===== src/rtl/mgd_pkg.sv =====
package mgd_pkg;

    localparam int SMELL_W     = 24;
    localparam int GAIN_W      = 16;
    localparam int DIM_W       = 9;
    localparam int N_W         = 4;
    localparam int TAPS        = 9;
    localparam int TAP_W       = $clog2(TAPS);
    localparam int CENTRE_TAP  = 4;
    localparam int MID_NEW_TAP = 7;
    localparam int SUM_W       = SMELL_W + N_W;
    localparam int PSUM_W      = SUM_W + GAIN_W;
    localparam int PKEEP_W     = SMELL_W + GAIN_W;
    localparam int PKEEPN_W    = PKEEP_W + N_W;
    localparam int ACC_W       = PKEEPN_W + 2;
    localparam int QUO_W       = ACC_W - GAIN_W;
    localparam int GRID_MIN    = 3;

    localparam int DEF_MAX_WIDTH  = 256;
    localparam int DEF_MAX_HEIGHT = 256;

    localparam int CFG_IDX_W  = 8;
    localparam int CFG_DATA_W = 16;
    localparam int S_TDATA_W  = 32;
    localparam int M_TDATA_W  = 24;

    localparam logic [CFG_IDX_W-1:0] REG_GRID_WIDTH     = 8'd0;
    localparam logic [CFG_IDX_W-1:0] REG_GRID_HEIGHT    = 8'd1;
    localparam logic [CFG_IDX_W-1:0] REG_NEIGHBOUR_GAIN = 8'd2;
    localparam logic [CFG_IDX_W-1:0] REG_KEEP_GAIN      = 8'd3;

    localparam logic [DIM_W-1:0]  GRID_WIDTH_RST     = 9'd256;
    localparam logic [DIM_W-1:0]  GRID_HEIGHT_RST    = 9'd256;
    localparam logic [GAIN_W-1:0] NEIGHBOUR_GAIN_RST = 16'd13107;
    localparam logic [GAIN_W-1:0] KEEP_GAIN_RST      = 16'd51773;

    localparam logic ACT_CELL  = 1'b0;
    localparam logic ACT_FLUSH = 1'b1;

    typedef struct packed {
        logic [TAPS-1:0][SMELL_W-1:0] smell;
        logic [TAPS-1:0]              solid;
    } mgd_win_t;

    typedef struct packed {
        logic [SMELL_W-1:0] top_smell;
        logic [SMELL_W-1:0] mid_smell;
        logic               top_solid;
        logic               mid_solid;
    } mgd_line_t;

endpackage


===== src/rtl/mgd_div.sv =====
module mgd_div import mgd_pkg::*; (
    input  logic             aclk,
    input  logic             aresetn,
    input  logic             start,
    input  logic [QUO_W-1:0] dividend,
    input  logic [N_W-1:0]   divisor,
    output logic             done,
    output logic [QUO_W-1:0] quotient
);

    localparam int CNT_W = $clog2(QUO_W);

    logic             busy_reg;
    logic             done_reg;
    logic [CNT_W-1:0] cnt_reg;
    logic [QUO_W-1:0] quo_reg;
    logic [N_W-1:0]   rem_reg;
    logic [N_W:0]     trial;
    logic [N_W:0]     diff;
    logic             fits;

    assign trial = {rem_reg, quo_reg[QUO_W-1]};
    assign diff  = trial - {1'b0, divisor};
    assign fits  = trial >= {1'b0, divisor};

    always_ff @(posedge aclk) begin
        if (!aresetn) begin
            busy_reg <= 1'b0;
            done_reg <= 1'b0;
        end else begin
            done_reg <= 1'b0;
            if (start) begin
                busy_reg <= 1'b1;
                quo_reg  <= dividend;
                rem_reg  <= '0;
                cnt_reg  <= CNT_W'(QUO_W - 1);
            end else if (busy_reg) begin
                quo_reg <= {quo_reg[QUO_W-2:0], fits};
                rem_reg <= fits ? diff[N_W-1:0] : trial[N_W-1:0];
                if (cnt_reg == '0) begin
                    busy_reg <= 1'b0;
                    done_reg <= 1'b1;
                end else begin
                    cnt_reg <= cnt_reg - CNT_W'(1);
                end
            end
        end
    end

    assign done     = done_reg;
    assign quotient = quo_reg;

endmodule


===== src/rtl/mgd_mean_unit.sv =====
module mgd_mean_unit import mgd_pkg::*; (
    input  logic               aclk,
    input  logic               aresetn,
    input  logic               start,
    input  mgd_win_t           win,
    input  logic [GAIN_W-1:0]  neighbour_gain,
    input  logic [GAIN_W-1:0]  keep_gain,
    output logic               done,
    output logic [SMELL_W-1:0] result
);

    typedef enum logic [2:0] {
        M_IDLE, M_SUM, M_MUL, M_SCALE, M_ADD, M_DIV
    } mean_state_t;

    mean_state_t          state_reg;
    logic [TAP_W-1:0]     idx_reg;
    logic [SUM_W-1:0]     sum_reg;
    logic [N_W-1:0]       n_reg;
    logic [PSUM_W-1:0]    psum_reg;
    logic [PKEEP_W-1:0]   pkeep_reg;
    logic [PKEEPN_W-1:0]  pkeepn_reg;
    logic [QUO_W-1:0]     quo_in_reg;
    logic                 div_start_reg;
    logic                 done_reg;
    logic [SMELL_W-1:0]   result_reg;
    logic                 div_done;
    logic [QUO_W-1:0]     div_quo;
    logic [ACC_W-1:0]     acc;

    assign acc = ACC_W'(psum_reg) + ACC_W'(pkeepn_reg) + (ACC_W'(n_reg) << (GAIN_W - 1));

    mgd_div u_div (
        .aclk     (aclk),
        .aresetn  (aresetn),
        .start    (div_start_reg),
        .dividend (quo_in_reg),
        .divisor  (n_reg),
        .done     (div_done),
        .quotient (div_quo)
    );

    always_ff @(posedge aclk) begin
        if (!aresetn) begin
            state_reg     <= M_IDLE;
            div_start_reg <= 1'b0;
            done_reg      <= 1'b0;
        end else begin
            div_start_reg <= 1'b0;
            done_reg      <= 1'b0;
            unique case (state_reg)
                M_IDLE: begin
                    if (start) begin
                        sum_reg   <= '0;
                        n_reg     <= '0;
                        idx_reg   <= '0;
                        state_reg <= M_SUM;
                    end
                end
                M_SUM: begin
                    if (!win.solid[idx_reg]) begin
                        sum_reg <= sum_reg + SUM_W'(win.smell[idx_reg]);
                        n_reg   <= n_reg + N_W'(1);
                    end
                    if (idx_reg == TAP_W'(TAPS - 1)) begin
                        state_reg <= M_MUL;
                    end else begin
                        idx_reg <= idx_reg + TAP_W'(1);
                    end
                end
                M_MUL: begin
                    psum_reg  <= sum_reg * neighbour_gain;
                    pkeep_reg <= win.smell[CENTRE_TAP] * keep_gain;
                    state_reg <= M_SCALE;
                end
                M_SCALE: begin
                    pkeepn_reg <= pkeep_reg * n_reg;
                    state_reg  <= M_ADD;
                end
                M_ADD: begin
                    quo_in_reg    <= acc[ACC_W-1:GAIN_W];
                    div_start_reg <= 1'b1;
                    state_reg     <= M_DIV;
                end
                M_DIV: begin
                    if (div_done) begin
                        result_reg <= (|div_quo[QUO_W-1:SMELL_W]) ? '1 : div_quo[SMELL_W-1:0];
                        done_reg   <= 1'b1;
                        state_reg  <= M_IDLE;
                    end
                end
                default: state_reg <= M_IDLE;
            endcase
        end
    end

    assign done   = done_reg;
    assign result = result_reg;

endmodule


===== config.mk =====
export PLATFORM = sky130hd
export DESIGN_NAME = mgd_mean_unit
export DESIGN_NICKNAME = d
export VERILOG_FILES = /design/src/rtl/mgd_pkg.sv /design/src/rtl/mgd_div.sv /design/src/rtl/mgd_mean_unit.sv
export SDC_FILE = /design/constraint.sdc
export NUM_CORES = 2
export LEC_CHECK = 0
export BUFFER_PORTS_ARGS = -buffer_cell sky130_fd_sc_hd__buf_2
export CAP_MARGIN = 10
export CORE_AREA = 5 5 286 288
export CTS_CLUSTER_DIAMETER = 80
export CTS_CLUSTER_SIZE = 16
export DETAILED_ROUTE_END_ITERATION = 12
export DIE_AREA = 0 0 291 293
export PLACE_DENSITY = 0.82
export RECOVER_POWER = 25
export SLEW_MARGIN = 10
export SYNTH_ARGS = -nofsm -noshare
export SYNTH_HDL_FRONTEND = slang
export SYNTH_SLANG_ARGS = --single-unit

===== constraint.sdc =====
create_clock -name aclk -period 6.6 [get_ports aclk]
set_input_delay 0.66 -clock aclk [delete_from_list [all_inputs] [get_ports aclk]]
set_output_delay 0.66 -clock aclk [all_outputs]
set_load 0.01 [all_outputs]

# Word-level counts from Yosys, hierarchy flattened
# Cells that the tools add are included.
[classes]
addsub = 7
mul = 3
order_cmp = 2
eq_ne = 12
mux = 28
bitwise_logic = 2
reduce_logical = 16
[op_table]
columns = ["operator", "n"]
rows = [
  ["$bmux 24 s4", 1],
  ["$mux 30", 2],
  ["$mux 28", 2],
  ["$pmux 28 s2", 1],
  ["$add 45x19->46", 1],
  ["$add 44x44->45", 1],
  ["$mul 28x16->44", 1],
  ["$mul 40x4->44", 1],
  ["$mul 24x16->40", 1],
  ["$add 28x24->28", 1],
  ["$mux 24", 1],
  ["$mux 4", 5],
  ["$pmux 3 s6", 1],
  ["$pmux 4 s2", 2],
  ["$mux 5", 2],
  ["$ne 2x2->1 const B", 5],
  ["$reduce_and 2->1", 5],
  ["$mux 3", 3],
  ["$reduce_and 3->1", 3],
  ["$add 4x1->4 const B", 2],
  ["$reduce_and 4->1", 2],
  ["$mux 1", 7],
  ["$eq 3x2->1 const B", 2],
  ["$eq 3x3->1 const B", 2],
  ["14 further kinds", 16],
]
[totals]
ff_bits = 264
output_inout_bits = 25
word_cells = 86

# Logic depth before layout (Yosys ltp)
[depth]
depth_word = 5
mapped_depth = 26

# Hierarchy
# From an unflattened synthesis, not the netlist that was laid out.
[unflattened]
cells_unflattened = 4800
hier_area_um2 = 45817.7
[by_module_without_submodules]
columns = ["mod", "n_inst", "cells_each", "area_per_inst_um2", "seq_area_each_um2"]
rows = [
  ["mgd_mean_unit", 1, 4671, 43874.6, 6646.4],
  ["mgd_div", 1, 129, 1943.1, 1211.2],
]

# Worst setup path after synthesis
# OpenSTA, ideal clock, no wires.
[synth_timing]
path_type = "input to register"
start = "input port aresetn"
end = "register pkeep_reg[0], enable pin"
setup_time_ns = 0.629
arrival_ns = 6.412
required_ns = 5.971
slack_ns = -0.441
stages = 2
path_buffers = 0
cell_sequence = "nand2_1 -> nor3_1"
[synth_between]
elab_chain_len = 1
[synth_lines]
columns = ["element", "line", "text"]
rows = [
  ["start: declaration", "mgd_mean_unit.sv:3", "input logic aresetn,"],
  ["$reduce_and 2->1 (no line)", "-", ""],
  ["end signal: assignment", "mgd_mean_unit.sv:73", "pkeep_reg <= win.smell[CENTRE_TAP] * keep_gain;"],
  ["end: declaration", "mgd_mean_unit.sv:21", "logic [PKEEP_W-1:0] pkeep_reg;"],
]
# No other way between the ends.
# A chain may end at the register's enable or synchronous reset.

# Worst setup path in the final report
[layout_timing]
start = "register sum_reg[12]"
end = "register psum_reg[39], data pin"
[layout_between]
elab_chain_len = 1
[layout_lines]
columns = ["element", "line", "text"]
rows = [
  ["start: declaration", "mgd_mean_unit.sv:18", "logic [SUM_W-1:0] sum_reg;"],
  ["start signal: assignment", "mgd_mean_unit.sv:62", "sum_reg <= sum_reg + SUM_W'(win.smell[idx_reg]);"],
  ["$mul 28x16->44", "mgd_mean_unit.sv:72", "psum_reg <= sum_reg * neighbour_gain;"],
  ["end signal: assignment", "mgd_mean_unit.sv:72", ""],
  ["end: declaration", "mgd_mean_unit.sv:20", "logic [PSUM_W-1:0] psum_reg;"],
]
# No other way between the ends.

==> results.json <==
{
  "status": "finished, violations left",
  "failed_checks": "DRC, capacitance limit, slew limit",
  "cts_tree": "yes",
  "min_period_ps": 6390,
  "syn_to_final_growth_pct": 10.5,
  "hold_ws_ps": 497,
  "yosys_register_bits": 264,
  "drv_cap": 2,
  "clock-sinks": 264,
  "busiest_layer": "met2",
  "gr-usage-all-layers_pct": 27.2,
  "timing.rr.end": "psum_reg[39]",
  "crit_path_start_kind": "register",
  "hold_viol_final": 0,
  "maxSlewHeadroom_pct": -18.9,
  "core.rowCount": 103,
  "clock_skew_ps": 16.4,
  "hpwl_mm": 96.5,
  "timing_worst_slew_pin_value_ps": 1780,
  "ctsHoldBuffers": 0,
  "grt.met2_usage_pct": 45.2,
  "wl_per_cell_um": 18.7,
  "grt_antenna_before_repair": 1,
  "fin_crit_sh_pct": 96.8,
  "crit_fanout": 12,
  "endpoint_kind": "register",
  "syn-num-nets": 6147,
  "setup_violations": 0,
  "arrival_ps": 6690,
  "cts_inserted_buffers": 23,
  "clkLatencyLatePin_ps": 560,
  "synth_cells": 4748,
  "grt_pass1_vias": 36624,
  "regToRegSetupSlack_ps": 210,
  "postSynthAreaPerCell_um2": 9.56,
  "via_count": 34716,
  "core-area_um2": 78600,
  "clkTransAtPathRegs_ps": 70,
  "drtAntennaViolNets": 0,
  "clockBufferDepth": 3,
  "ys_types": 77,
  "yosysSeqAreaShare_pct": 17.3,
  "grt_pass1_wl_mm": 190,
  "min_path_type": "reg2reg",
  "yosysWarnings": 0,
  "fp.dieArea_um2": 85300,
  "synth_edf_count": 257,
  "async_flop_share_pct": 0,
  "r2r_cells": 22,
  "use_met1_pct": 37.1,
  "dp_cells": 6107,
  "fin_nets": 6502,
  "reg2reg_from": "sum_reg[12]",
  "hp-start": "u_div.busy_reg",
  "dr.pass1.iters": 10,
  "ios": 285,
  "mostFrequentLayoutCells": "inv_1 (849), fa_1 (750), nand2_1 (706), and2_1 (410), ha_1 (389)",
  "root_buffer": "clkbuf_16",
  "wirelength_mm": 115,
  "synth_ff_type": "edfxtp_1",
  "endpoint": "psum_reg[39]",
  "drive_gt1_share_pct": 13.3,
  "crit_type": "reg2reg",
  "slew_violations": 74,
  "final_common_cell": "inv_1",
  "globalRouteOverflowTotal": 0,
  "dieHeight_um": 293,
  "place_area_um2": 49300,
  "initial_core_util_pct": 57.8,
  "routabilityCongestion": 0.977,
  "htree_levels": 1,
  "grt_util_met3_pct": 3.95,
  "setup_ws_ps": 208,
  "stdcell_count": 6170,
  "viasPerCell": 5.63,
  "portBuffers": 284,
  "pre_cts_slack_ps": -194,
  "fillers": 6185,
  "grt_max_degree": 81,
  "startpoint": "sum_reg[12]",
  "die_w_um": 291,
  "drc": 2,
  "crit_required_ps": 6900,
  "fmax_mhz": 156,
  "drt-initial-drc-count": 2882,
  "synthesis.area_um2": 45400,
  "design_area_um2": 50200
}
-- cell type report --
class,count,area [µm²],share of cell area (%)
Antenna cell,1,2.50,0.00499
Timing Repair Buffer,550,3500,6.97
Clock buffer,33,613,1.22
Clock inverter,8,121,0.242
Inverter,850,3190,6.36
Multi-Input combinational cell,3414,33600,66.9
Sequential cell,264,7860,15.7
Tap cell,1050,1310,2.62
-- cell usage after synthesis (10+ instances only) --
cell / number / area (µm²)
a211oi_1: 21 / 158
a21o_1: 93 / 698
a21oi_1: 167 / 836
a31oi_1: 17 / 106
and2_1: 414 / 2590
and3_1: 18 / 113
buf_1: 16 / 60.1
clkbuf_1: 204 / 766
edfxtp_1: 257 / 7720
fa_1: 750 / 15000
ha_1: 389 / 4870
inv_1: 849 / 3190
mux2_2: 29 / 327
mux2i_1: 26 / 260
mux4_2: 50 / 1130
nand2_1: 706 / 2650
nand2b_1: 22 / 138
nand3_1: 38 / 190
nand4_1: 30 / 188
nor2_1: 121 / 454
nor2b_1: 31 / 194
nor3_1: 27 / 135
o21a_1: 18 / 135
o21ai_0: 121 / 606
o21bai_1: 20 / 150
or2_2: 24 / 150
or3_1: 10 / 62.6
xnor2_1: 110 / 963
xor2_1: 56 / 490
-- metrics by stage --
step / utilization (%) / setup TNS (ps)
finish: 63.8 / 0
global route: 63.8 / -22.9
CTS: 63.7 / 0
detailed placement: 62.7 / -1840
global placement: 62.7 / -251
floorplan: - / 0
-- routing by layer --
layer	share of wire [%]	routed length, µm
met1	41	46700
met2	47	54300
met3	8.2	9450
met4	4.2	4810
met5	0	0
-- worst min path at each step --
stage / cells past startpoint / to
6_report: 1 / u_div.done
5_1_grt: 2 / state_reg[0]
4_1_cts: 2 / u_div.done
3_5_place_dp: 1 / u_div.done
3_3_place_gp: 1 / u_div.done
2_1_floorplan: 1 / u_div.done
-- critical path, stage by stage, from the launching register on --
cell and delay (ps):
edfxtp_1 390, buf_4 210, and2_1 190, fa_1 530, inv_1 50, fa_1 470, fa_1 510, inv_1 60
fa_1 450, fa_1 540, inv_1 50, fa_1 490, inv_1 50, ha_1 280, inv_1 50, or3_1 400
or3_1 390, o21ba_2 240, o31ai_4 230, a21oi_2 120, nor2b_1 180, a21oi_1 120, xnor2_1 150
-- logic make-up after synthesis --
| family | after synthesis | synth area share [%] |
|---|---|---|
| flops | 264 | 17.3 |
| mux | 105 | 3.77 |
| fa+ha+maj | 1139 | 43.8 |
| compound gates | 550 | 7.75 |
| simple gates | 1454 | 15.3 |
| xor+xnor | 166 | 3.20 |
| buf+inv | 1070 | 8.85 |
-- what timing repair did --
| action | in CTS | in global routing |
|---|---|---|
| buffers inserted | 0 | 21 |
| endpoints found under the setup margin | 0 | 13 |
| resized for setup | 0 | 4 |
Power is left out: the tool's default activity adds up to more than one toggle a clock period on the data nets, which glitch-free logic cannot reach.
